### src/sv/bcc_pkg.sv
// ----------------------------------------------------------------------------
// bcc_pkg
// shared types and constants of the binomial coefficient unit
// ----------------------------------------------------------------------------
package bcc_pkg;

  localparam int MaxSites = 64;
  localparam int SiteW    = 7;
  localparam int ValW     = 64;
  localparam int CntW     = 7;

  localparam logic [SiteW-1:0] MaxSitesV = SiteW'(MaxSites);

  localparam logic [1:0] STATUS_OK       = 2'd0;
  localparam logic [1:0] STATUS_OVERFLOW = 2'd1;
  localparam logic [1:0] STATUS_RANGE    = 2'd2;

  // datapath commands
  typedef enum logic [3:0] {
    CMD_NOP,
    CMD_LOAD,        // latch inputs, product = 1, step = 1
    CMD_SET_TOTAL,   // product = total
    CMD_GCD_START,   // a = product, b = step
    CMD_MOD_START,   // start divider on a / b
    CMD_DIV_STEP,    // four divider bits
    CMD_GCD_NEXT,    // a = b, b = remainder
    CMD_PDIV_START,  // start divider on product / g
    CMD_PROD_SET,    // product = quotient, start divider on step / g
    CMD_FDIV_START,  // start divider on remaining / div
    CMD_MUL          // product *= factor, advance step
  } cmd_t;

  typedef struct packed {
    logic       range_err;
    logic       total_zero;
    logic       trivial_one;
    logic       choose_one;
    logic       div_done;
    logic       b_zero;
    logic       mul_ovf;
    logic       last_step;
  } dp_status_t;

endpackage

### src/sv/bcc_datapath.sv
// ----------------------------------------------------------------------------
// bcc_datapath
// shared radix-16 divider by a small divisor, checked multiply, working regs
// ----------------------------------------------------------------------------
module bcc_datapath (
  input  logic                  clk,
  input  logic                  rst,
  input  bcc_pkg::cmd_t         cmd,
  input  logic [6:0]            total_in,
  input  logic [6:0]            chosen_in,
  output bcc_pkg::dp_status_t   stat,
  output logic [63:0]           product
);
  import bcc_pkg::*;

  logic [SiteW-1:0] total_r, chosen, remaining_total;
  logic [CntW-1:0]  step_index;
  logic [ValW-1:0]  euclid_a, euclid_b;
  // divider: every divisor and remainder here is at most 64
  logic [ValW-1:0]  num, quo, num_next, quo_next, go_num;
  logic [SiteW-1:0] den, rem, rem_next, go_den;
  logic [SiteW:0]   trial;
  logic [4:0]       dcnt;
  logic             div_go;
  logic [ValW+SiteW-1:0] mul_full;

  assign mul_full = {{SiteW{1'b0}}, product} * {{ValW{1'b0}}, quo[SiteW-1:0]};

  assign stat.range_err   = (total_r > MaxSitesV) || (chosen > MaxSitesV) ||
                            (chosen > total_r);
  assign stat.total_zero  = (total_r == '0);
  assign stat.trivial_one = (chosen == '0) || (chosen == total_r);
  assign stat.choose_one  = (chosen == 7'd1);
  assign stat.div_done    = (dcnt == 5'd0);
  assign stat.b_zero      = (euclid_b == '0);
  assign stat.mul_ovf     = (mul_full[ValW+SiteW-1:ValW] != '0);
  assign stat.last_step   = (step_index == chosen);

  // four restoring steps per cycle
  always_comb begin
    num_next = num;
    quo_next = quo;
    rem_next = rem;
    trial = '0;
    for (int b = 0; b < 4; b++) begin
      trial = {rem_next, num_next[ValW-1]};
      num_next = {num_next[ValW-2:0], 1'b0};
      if (trial >= {1'b0, den}) begin
        rem_next = SiteW'(trial - {1'b0, den});
        quo_next = {quo_next[ValW-2:0], 1'b1};
      end else begin
        rem_next = trial[SiteW-1:0];
        quo_next = {quo_next[ValW-2:0], 1'b0};
      end
    end
  end

  // divider operand select
  always_comb begin
    div_go = 1'b1;
    go_num = '0;
    go_den = '0;
    case (cmd)
      CMD_MOD_START: begin
        go_num = euclid_a; go_den = euclid_b[SiteW-1:0];
      end
      CMD_PDIV_START: begin
        go_num = product; go_den = euclid_a[SiteW-1:0];
      end
      CMD_PROD_SET: begin
        go_num = {{(ValW-CntW){1'b0}}, step_index}; go_den = euclid_a[SiteW-1:0];
      end
      CMD_FDIV_START: begin
        go_num = {{(ValW-SiteW){1'b0}}, remaining_total};
        go_den = (quo[SiteW-1:0] == '0) ? SiteW'(1) : quo[SiteW-1:0];
      end
      default: div_go = 1'b0;
    endcase
  end

  always_ff @(posedge clk) begin
    if (rst) begin
      product <= '0; remaining_total <= '0; step_index <= '0;
      total_r <= '0; chosen <= '0;
      euclid_a <= '0; euclid_b <= '0;
      num <= '0; quo <= '0; den <= '0; rem <= '0; dcnt <= '0;
    end else begin
      case (cmd)
        CMD_LOAD: begin
          total_r <= total_in; chosen <= chosen_in;
          product <= 64'd1; remaining_total <= total_in; step_index <= 7'd1;
        end
        CMD_SET_TOTAL: product <= {{(ValW-SiteW){1'b0}}, total_r};
        CMD_GCD_START: begin
          euclid_a <= product; euclid_b <= {{(ValW-CntW){1'b0}}, step_index};
        end
        CMD_GCD_NEXT: begin
          euclid_a <= euclid_b; euclid_b <= {{(ValW-SiteW){1'b0}}, rem};
        end
        CMD_PROD_SET: product <= quo;
        CMD_DIV_STEP: begin
          num <= num_next; quo <= quo_next; rem <= rem_next;
          dcnt <= dcnt - 5'd1;
        end
        CMD_MUL: begin
          product <= mul_full[ValW-1:0];
          remaining_total <= remaining_total - 7'd1;
          step_index <= step_index + 7'd1;
        end
        default: ;
      endcase
      if (div_go) begin
        den <= go_den; quo <= '0; rem <= '0;
        // a numerator below 256 needs only two passes
        if (go_num[ValW-1:8] == '0) begin
          num <= {go_num[7:0], 56'd0}; dcnt <= 5'd2;
        end else begin
          num <= go_num; dcnt <= 5'd16;
        end
      end
    end
  end
endmodule

### src/sv/bcc_controller.sv
// ----------------------------------------------------------------------------
// bcc_controller
// sequencer over special cases, gcd loop, divisions and checked multiply
// ----------------------------------------------------------------------------
module bcc_controller (
  input  logic                clk,
  input  logic                rst,
  input  logic                s_tvalid,
  output logic                s_tready,
  output logic                m_tvalid,
  input  logic                m_tready,
  output logic [63:0]         m_comb,
  output logic [1:0]          m_status,
  output bcc_pkg::cmd_t       cmd,
  input  bcc_pkg::dp_status_t stat,
  input  logic [63:0]         product
);
  import bcc_pkg::*;

  localparam logic [3:0] S_IDLE = 4'd0, S_CLASS = 4'd1, S_GCD = 4'd2, S_GTEST = 4'd3,
    S_GMOD = 4'd4, S_PDIV = 4'd5, S_SDIV = 4'd6, S_FDIV = 4'd7, S_MUL = 4'd8,
    S_OUT = 4'd9;

  logic [3:0] state, state_next;
  logic [1:0] res_status, res_status_next;
  logic       out_load, m_tvalid_next;

  assign s_tready = (state == S_IDLE);
  assign out_load = (state == S_OUT) && (!m_tvalid || m_tready);

  always_comb begin
    cmd = CMD_NOP;
    state_next = state;
    res_status_next = res_status;
    m_tvalid_next = m_tvalid && !m_tready;
    case (state)
      S_IDLE: if (s_tvalid) begin cmd = CMD_LOAD; state_next = S_CLASS; end
      S_CLASS: begin
        res_status_next = STATUS_OK;
        if (stat.range_err) begin
          res_status_next = STATUS_RANGE; state_next = S_OUT;
        end else if (stat.total_zero) begin
          cmd = CMD_SET_TOTAL; state_next = S_OUT;
        end else if (stat.trivial_one) begin
          state_next = S_OUT;
        end else if (stat.choose_one) begin
          cmd = CMD_SET_TOTAL; state_next = S_OUT;
        end else begin
          state_next = S_GCD;
        end
      end
      S_GCD: begin cmd = CMD_GCD_START; state_next = S_GTEST; end
      S_GTEST: begin
        if (stat.b_zero) begin cmd = CMD_PDIV_START; state_next = S_PDIV; end
        else begin cmd = CMD_MOD_START; state_next = S_GMOD; end
      end
      S_GMOD: begin
        if (stat.div_done) begin cmd = CMD_GCD_NEXT; state_next = S_GTEST; end
        else cmd = CMD_DIV_STEP;
      end
      S_PDIV: begin
        if (stat.div_done) begin cmd = CMD_PROD_SET; state_next = S_SDIV; end
        else cmd = CMD_DIV_STEP;
      end
      S_SDIV: begin
        if (stat.div_done) begin cmd = CMD_FDIV_START; state_next = S_FDIV; end
        else cmd = CMD_DIV_STEP;
      end
      S_FDIV: begin
        if (stat.div_done) state_next = S_MUL;
        else cmd = CMD_DIV_STEP;
      end
      S_MUL: begin
        if (stat.mul_ovf) begin
          res_status_next = STATUS_OVERFLOW; state_next = S_OUT;
        end else begin
          cmd = CMD_MUL;
          state_next = stat.last_step ? S_OUT : S_GCD;
        end
      end
      S_OUT: begin
        // waits here while the previous item is still held
        if (out_load) begin m_tvalid_next = 1'b1; state_next = S_IDLE; end
      end
      default: state_next = S_IDLE;
    endcase
  end

  always_ff @(posedge clk) begin
    if (rst) begin
      state <= S_IDLE; res_status <= STATUS_OK; m_tvalid <= 1'b0;
      m_comb <= '0; m_status <= STATUS_OK;
    end else begin
      state <= state_next;
      res_status <= res_status_next;
      m_tvalid <= m_tvalid_next;
      if (out_load) begin
        m_comb <= (res_status == STATUS_OK) ? product : '0;
        m_status <= res_status;
      end
    end
  end
endmodule

### src/sv/binomial_coefficient_calc.sv
// ----------------------------------------------------------------------------
// binomial_coefficient_calc
// binomial coefficient c(total, chosen) with overflow and range status
// ----------------------------------------------------------------------------
// Takes one item (total_sites, chosen_sites) and returns one item holding the
// 64-bit coefficient and a status (0 ok, 1 overflow, 2 chosen above total or
// input above 64). One item is worked on at a time; input is taken only when
// the sequencer is idle, and a finished result waits in the output register so
// the next item can start while it is held. Range errors and the trivial cases
// (total zero, chosen zero, one or equal to total) go from the classify state
// straight to the output state. Otherwise each of the chosen loop steps runs
// a gcd by Euclid's method, three divisions and a checked multiply on a
// divider that retires four quotient bits a cycle (all 64 numerator bits
// for a wide numerator, the low 8 when it fits in 8 bits); the length of a
// step is set mostly by the number of Euclid rounds.
module binomial_coefficient_calc (
  input  logic        clk,
  input  logic        rst,
  input  logic        s_tvalid,
  output logic        s_tready,
  input  logic [15:0] s_tdata,   // total_sites[6:0], chosen_sites[13:7], zero
  output logic        m_tvalid,
  input  logic        m_tready,
  output logic [71:0] m_tdata    // combinations[63:0], status[65:64], zero
);
  import bcc_pkg::*;

  cmd_t        cmd;
  dp_status_t  stat;
  logic [63:0] product, comb;
  logic [1:0]  status;

  bcc_datapath u_dp (
    .clk(clk), .rst(rst), .cmd(cmd), .total_in(s_tdata[6:0]),
    .chosen_in(s_tdata[13:7]), .stat(stat), .product(product)
  );

  bcc_controller u_ctl (
    .clk(clk), .rst(rst), .s_tvalid(s_tvalid), .s_tready(s_tready),
    .m_tvalid(m_tvalid), .m_tready(m_tready), .m_comb(comb), .m_status(status),
    .cmd(cmd), .stat(stat), .product(product)
  );

  assign m_tdata = {6'd0, status, comb};
endmodule
### config.mk
export PLATFORM = sky130hd
export DESIGN_NAME = binomial_coefficient_calc
export DESIGN_NICKNAME = d
export VERILOG_FILES = /design/src/sv/bcc_pkg.sv /design/src/sv/bcc_datapath.sv /design/src/sv/bcc_controller.sv /design/src/sv/binomial_coefficient_calc.sv
export SDC_FILE = /design/constraint.sdc
export NUM_CORES = 2
export LEC_CHECK = 0
export BUFFER_PORTS_ARGS = -buffer_cell sky130_fd_sc_hd__buf_4
export CAP_MARGIN = 20
export CORE_ASPECT_RATIO = 1.2
export CORE_MARGIN = 2
export CORE_UTILIZATION = 58
export DETAILED_ROUTE_END_ITERATION = 7
export PLACE_DENSITY = 0.78
export SYNTH_ARGS = -nofsm -noshare
export SYNTH_HDL_FRONTEND = slang
export SYNTH_HIERARCHICAL = 1
export SYNTH_SLANG_ARGS = --single-unit
### constraint.sdc
create_clock -name clk -period 8.48 [get_ports clk]
set_input_delay 1.696 -clock clk [delete_from_list [all_inputs] [get_ports clk]]
set_output_delay 1.696 -clock clk [all_outputs]
set_load 0.02 [all_outputs]
# Word level (Yosys, flattened, before mapping)
# Index checks and enable logic that the tools add are counted.
[op_classes] add_sub_neg=7 mul=1 n_mux=55 n_lt_le_gt_ge=7 eq_ne=29 reduce_logical=27
[op_table] operator="64-bit case mux with 4 select lines" n=2
[op_table] operator="64-bit two-way mux" n=4
[op_table] operator="64-bit case mux with 2 select lines" n=2
[op_table] operator="4-bit two-way mux" n=18
[op_table] operator="64-bit by 7-bit multiplier with 71-bit output" n=1
[op_table] operator="64-bit zero test" n=1
[op_table] operator="56-bit zero test" n=1
[op_table] operator="4-bit case mux with 10 select lines" n=1
[op_table] operator="4-bit case mux with 9 select lines" n=1
[op_table] operator="7-bit two-way mux" n=5
[op_table] operator="4-bit by 3-bit == test with 1-bit output (second input constant)" n=8
[op_table] operator="8-bit by 7-bit >= comparator with 1-bit output" n=4
[op_table] operator="7-bit case mux with 2 select lines" n=2
[op_table] operator="7-bit subtractor" n=4
[op_table] operator="7-bit zero test" n=3
[op_table] operator="7-bit case mux with 3 select lines" n=1
[op_table] operator="4-bit == test (second input constant)" n=5
[op_table] operator="4-bit by 2-bit == test with 1-bit output (second input constant)" n=4
[op_table] operator="5-bit two-way mux" n=3
[op_table] operator="7-bit == test" n=2
[op_table] operator="7-bit greater-than comparator (second input constant)" n=2
[op_table] operator="2-bit inequality test (second input constant)" n=6
[op_table] operator="2-bit two-way mux" n=5
[op_table] operator="1-bit two-way mux" n=9
[op_table] operator="22 further kinds" n=32
[totals] elab_cells=143 output_inout_bits=74 inputBits=20 reg_bits=440

# Depth between registers and ports, before layout
[logic_depth] ltp_word=11 depth_mapped=40 mapped_depth_nobuf=37

# By module
# The synthesis kept the hierarchy.
[modules_own_cells] module="bcc_datapath" cells_each=3484 instances=1 seq_area_each_um2=6206.0 area_per_inst_um2=27960.6
[modules_own_cells] module="bcc_controller" cells_each=375 instances=1 seq_area_each_um2=1461.4 area_per_inst_um2=2969.1
[modules_own_cells] module="binomial_coefficient_calc" cells_each=7 instances=1 seq_area_each_um2=0.0 area_per_inst_um2=48.8

# Worst setup path after synthesis
# No wires, ideal clock.
[synth_path] kind="register -> register" from="register u_dp.quo[1]" to="register u_dp.num[58]" setup_ns=0.134 t_arrival_ns=8.377 t_required_ns=8.346 synth_period_minus_slack_ns=8.510 n_path_buf=8 path_stages_with_launch=35 slack_ns=-0.030 cell_sequence="dfxtp_1 -> clkbuf_1 -> clkbuf_1 -> clkbuf_1 -> nand2_1 -> fa_1 -> fa_1 -> inv_1 -> fa_1 -> fa_1 -> ha_1 -> clkbuf_1 -> nand4_1 -> nor3_1 -> a211oi_1 -> or3b_1 -> a211o_1 -> a311o_1 -> and2_1 -> o211ai_1 -> o2111a_1 -> o211ai_1 -> o21ai_0 -> buf_2 -> nor2b_1 -> and3_1 -> clkbuf_1 -> clkbuf_1 -> a22oi_1 -> nand4_1 -> nor4_1 -> nand3_1 -> clkbuf_1 -> o21ai_0 -> a211oi_1"
[synth_rtl] element="start, declared" line="bcc_datapath.sv:20" source="logic [ValW-1:0] num, quo, num_next, quo_next, go_num;"
[synth_rtl] element="start signal, assigned" line="bcc_datapath.sv:102" source="num <= num_next; quo <= quo_next; rem <= rem_next;"
[synth_rtl] element="end signal, assigned" line="bcc_datapath.sv:102"
[synth_rtl] element="end, declared" line="bcc_datapath.sv:20"

==> flow_metrics.py <==
metrics = {
    "final_layout": {
        "synthToLayoutAreaGrowth_pct": 19.1,
        "nNetsFinal": 4555,
        "fillers": 4048,
        "final_cells": 4832,
        "stdcell_area_mm2": 0.0369,
        "post-route-util_pct": 70.1,
        "layout-drive-gt1-share_pct": 16.9,
    },
    "placement": {
        "place_worst_setup_slack_ns": -0.162,
        "placed_cell_area_mm2": 0.0347,
        "dp.cells": 4737,
        "gp_congestion": 0.974,
        "post-dp-hpwl_um": 74000,
        "portBuffers": 85,
    },
    "synthesis": {
        "async_reset_ff_share_pct": 0,
        "muxShareOfSynthArea_pct": 0.820,
        "synth_compound_area_share_pct": 18.3,
        "synthXorXnorAreaFrac_pct": 2.32,
        "synth-simple-area-share_pct": 21.1,
        "synth_edf_count": 0,
        "synth_top_family_by_area": "adder cells",
        "syn_area_mm2": 0.0310,
        "ys_types": 83,
        "ys.flop_type": "dfxtp_1",
        "ys_ff_latch": 383,
        "seq_area_frac_synth_pct": 24.8,
        "synth_cells": 3866,
        "synth_fa_ha_area_share_pct": 25.4,
        "ys_warn_count": 6,
        "avgSynthCellArea_um2": 8.01,
    },
    "floorplan": {
        "die_height_um": 257,
        "coreArea_mm2": 0.0526,
        "dieArea_mm2": 0.0553,
        "start_util_pct": 58.9,
        "io_pins": 94,
        "rows": 92,
        "die_x_um": 215,
    },
    "sta": {
        "fin_ws_ns": 0.0615,
        "fin_crit_ns": 8.42,
        "timing.final.crit_share_pct": 99.3,
        "worst_clock_skew_ns": 0.0290,
        "relSlewSlack_pct": 23.2,
        "fmax_mhz": 119,
        "slew_violations": 0,
        "hold_slack_ns": 0.451,
        "setup_viol": 0,
        "hold_viol": 0,
        "finalSetupTns_ns": 0,
        "tightest_slew_ns": 1.14,
    },
    "power": {
        "cellLeakagePower_nw": 15.4,
        "powerDensity_mw_per_mm2": 226,
        "clockPowerShare_pct": 22.6,
        "switching_share_pct": 41.2,
        "p_comb_share_pct": 52.8,
        "finalPower_mw": 8.35,
        "p_seq_share_pct": 24.5,
        "vdd_drop_max_mv": 0.276,
        "internal_power_mw": 4.91,
        "p_sw_mw": 3.44,
    },
    "global_routing": {
        "grt_pass1_vias": 30100,
        "grt_usage_pct": 35.7,
        "grt_max_degree": 77,
        "antenna_found_initial": 0,
        "grt_pass1_wl_um": 159000,
        "gr-total-overflow": 0,
    },
    "critical_path": {
        "crit_buf_inv": 7,
        "cp_top_family": "compound AO/OA/AOI/OAI gates",
        "endpoint_kind": "register",
        "worstPathRequired_ns": 8.99,
        "worstPathMaxFanout": 13,
        "max_stage_delay_ns": 0.50,
        "cp.arrival_ns": 8.93,
        "cpMostUsedCell": "fa_1",
        "path_class": "register to register",
        "cpMaxStageDelayCell": "fa_1",
        "start_kind": "register",
    },
    "clocking": {
        "cts_buffer_depth": 3,
        "clkTransAtPathRegs_ns": 0.06,
        "cts_root_buf": "clkbuf_16",
        "cts_buffers": 42,
        "postCtsHoldBufs": 0,
        "htreeDepth": 2,
        "clk_latency_ns": 0.59,
        "cts_sinks": 383,
        "cts_tree": "built",
    },
    "detailed_routing": {
        "wire_per_inst_um": 21.2,
        "ant_nets": 0,
        "wl_um": 102000,
        "drtIter0Drc": 3625,
        "vias": 30400,
        "first_pass_iters": 8,
        "viasPerCell": 6.29,
        "drc_errors": 3,
    },
    "flow_run": {
        "drv_cap": 0,
    },
    "run_status": {
        "violations": "design-rule violations",
        "status": "finished, violations left",
    },
    "min_path": {
        "hp-class": "register to register",
    },
}
==> routing by layer <==
metal  global-route usage [%]  vias up  routed length [um]  part of all wire [%]
met4                     21.1        0                6840                   6.7
met2                     59.6     1734               48400                    47
met1                     44.2    14700               37500                    37
met3                     4.91      410                9570                   9.4
li1                         -    13500                   -                     -
met5                        0        -                   0                     0
==> timing repair <==
item                                    in CTS  in global routing
gates resized for setup                     16                 96
buffers inserted                             2                 11
pin swaps                                    1                 37
endpoints found under the hold margin        0                  0
cloned                                       0                  5
endpoints found under the setup margin      72                145
==> worst paths after layout <==
| kind | slack (ns) | from | endpoint | cells past startpoint |
|---|---|---|---|---|
| worst max register to register | 0.06 | u_dp/quo[3] | u_dp/num[63] | 32 |
| worst min-delay path | 0.45 | u_ctl/m_comb[28] | u_ctl/m_comb[28] | 2 |
| worst max-delay path | 0.06 | u_dp/quo[3] | u_dp/num[63] | 32 |
| worst min register to register | 0.45 | u_ctl/m_comb[28] | u_ctl/m_comb[28] | 2 |
==> flip-flops by register name (all words and copies together), names as in the netlist <==
register and flops:
u_ctl/m_comb 64, u_ctl/m_status 2, u_ctl/m_tvalid 1, u_ctl/res_status 2, u_ctl/state 4, u_dp/chosen 7, u_dp/dcnt 5, u_dp/den 7
u_dp/euclid_a 64, u_dp/euclid_b 7, u_dp/num 64, u_dp/product 64, u_dp/quo 64, u_dp/rem 7, u_dp/remaining_total 7, u_dp/step_index 7
u_dp/total_r 7
==> power by group through the flow <==
stage	Combinational [mW]	Sequential (mW)	Clock, mW
5_1_grt	4.73	2.06	1.96
2_1_floorplan	2.80	2.02	0
3_5_place_dp	4.17	2.08	0
3_3_place_gp	4.09	2.08	0
6_report	4.41	2.05	1.89
4_1_cts	4.23	2.04	1.89
==> placed cells by master (no fill, tap or decap), types with 68 or more instances in the layout <==
master	instances
nand2_1	791
buf_4	443
dfxtp_1	374
a21oi_1	314
fa_1	313
inv_1	262
nor2_1	220
o21ai_0	132
ha_1	123
and2_1	116
nand3_1	97
a22oi_1	70
a211oi_1	68
==> cell families after synthesis <==
group | after synthesis
AOI/OAI and AO/OA | 884
DFF | 383
xor gates and xnor gates | 82
muxes | 23
other | 1
buffers and inverters | 581
adders and majority gates | 441
and+or+nand+nor | 1471
==> cells in the mapped netlist, drive strengths merged (22+ instances only) <==
cell type / n / area (um^2)
a211oi: 70 / 526
a21o: 43 / 323
a21oi: 325 / 1630
a222oi: 60 / 601
a22oi: 89 / 668
and2: 118 / 739
buf: 36 / 219
clkbuf: 283 / 1060
dfxtp: 383 / 7670
fa: 313 / 6270
ha: 128 / 1600
inv: 262 / 983
nand2: 796 / 2990
nand2b: 22 / 138
nand3: 101 / 505
nand4: 42 / 263
nor2: 224 / 841
nor2b: 22 / 138
nor3: 55 / 275
nor4: 22 / 138
o211ai: 22 / 165
o21ai: 143 / 716
o22ai: 22 / 138
xnor2: 45 / 394
xor2: 37 / 324
==> worst reg2reg max path: cells and delay by family, from the launching register on <==
kind	cells	cell delay (ns)
AND/OR/NAND/NOR	8	2.08
adder cells (fa/ha/maj)	5	2.24
buffers and inverters	7	0.95
AO/OA/AOI/OAI	12	2.72
flip-flops	1	0.36
==> area by class of cell <==
cell class	instances	area (um^2)	area share, %
diodes	1	2.50	0.00678
clock buffers	57	1190	3.22
clock inverters	19	211	0.573
inverters	262	983	2.67
multi-input cells	2907	21600	58.5
flip-flops and latches	383	7690	20.9
well taps	705	882	2.39
repair buffers	498	4350	11.8
(Power assumes the default switching activity.)
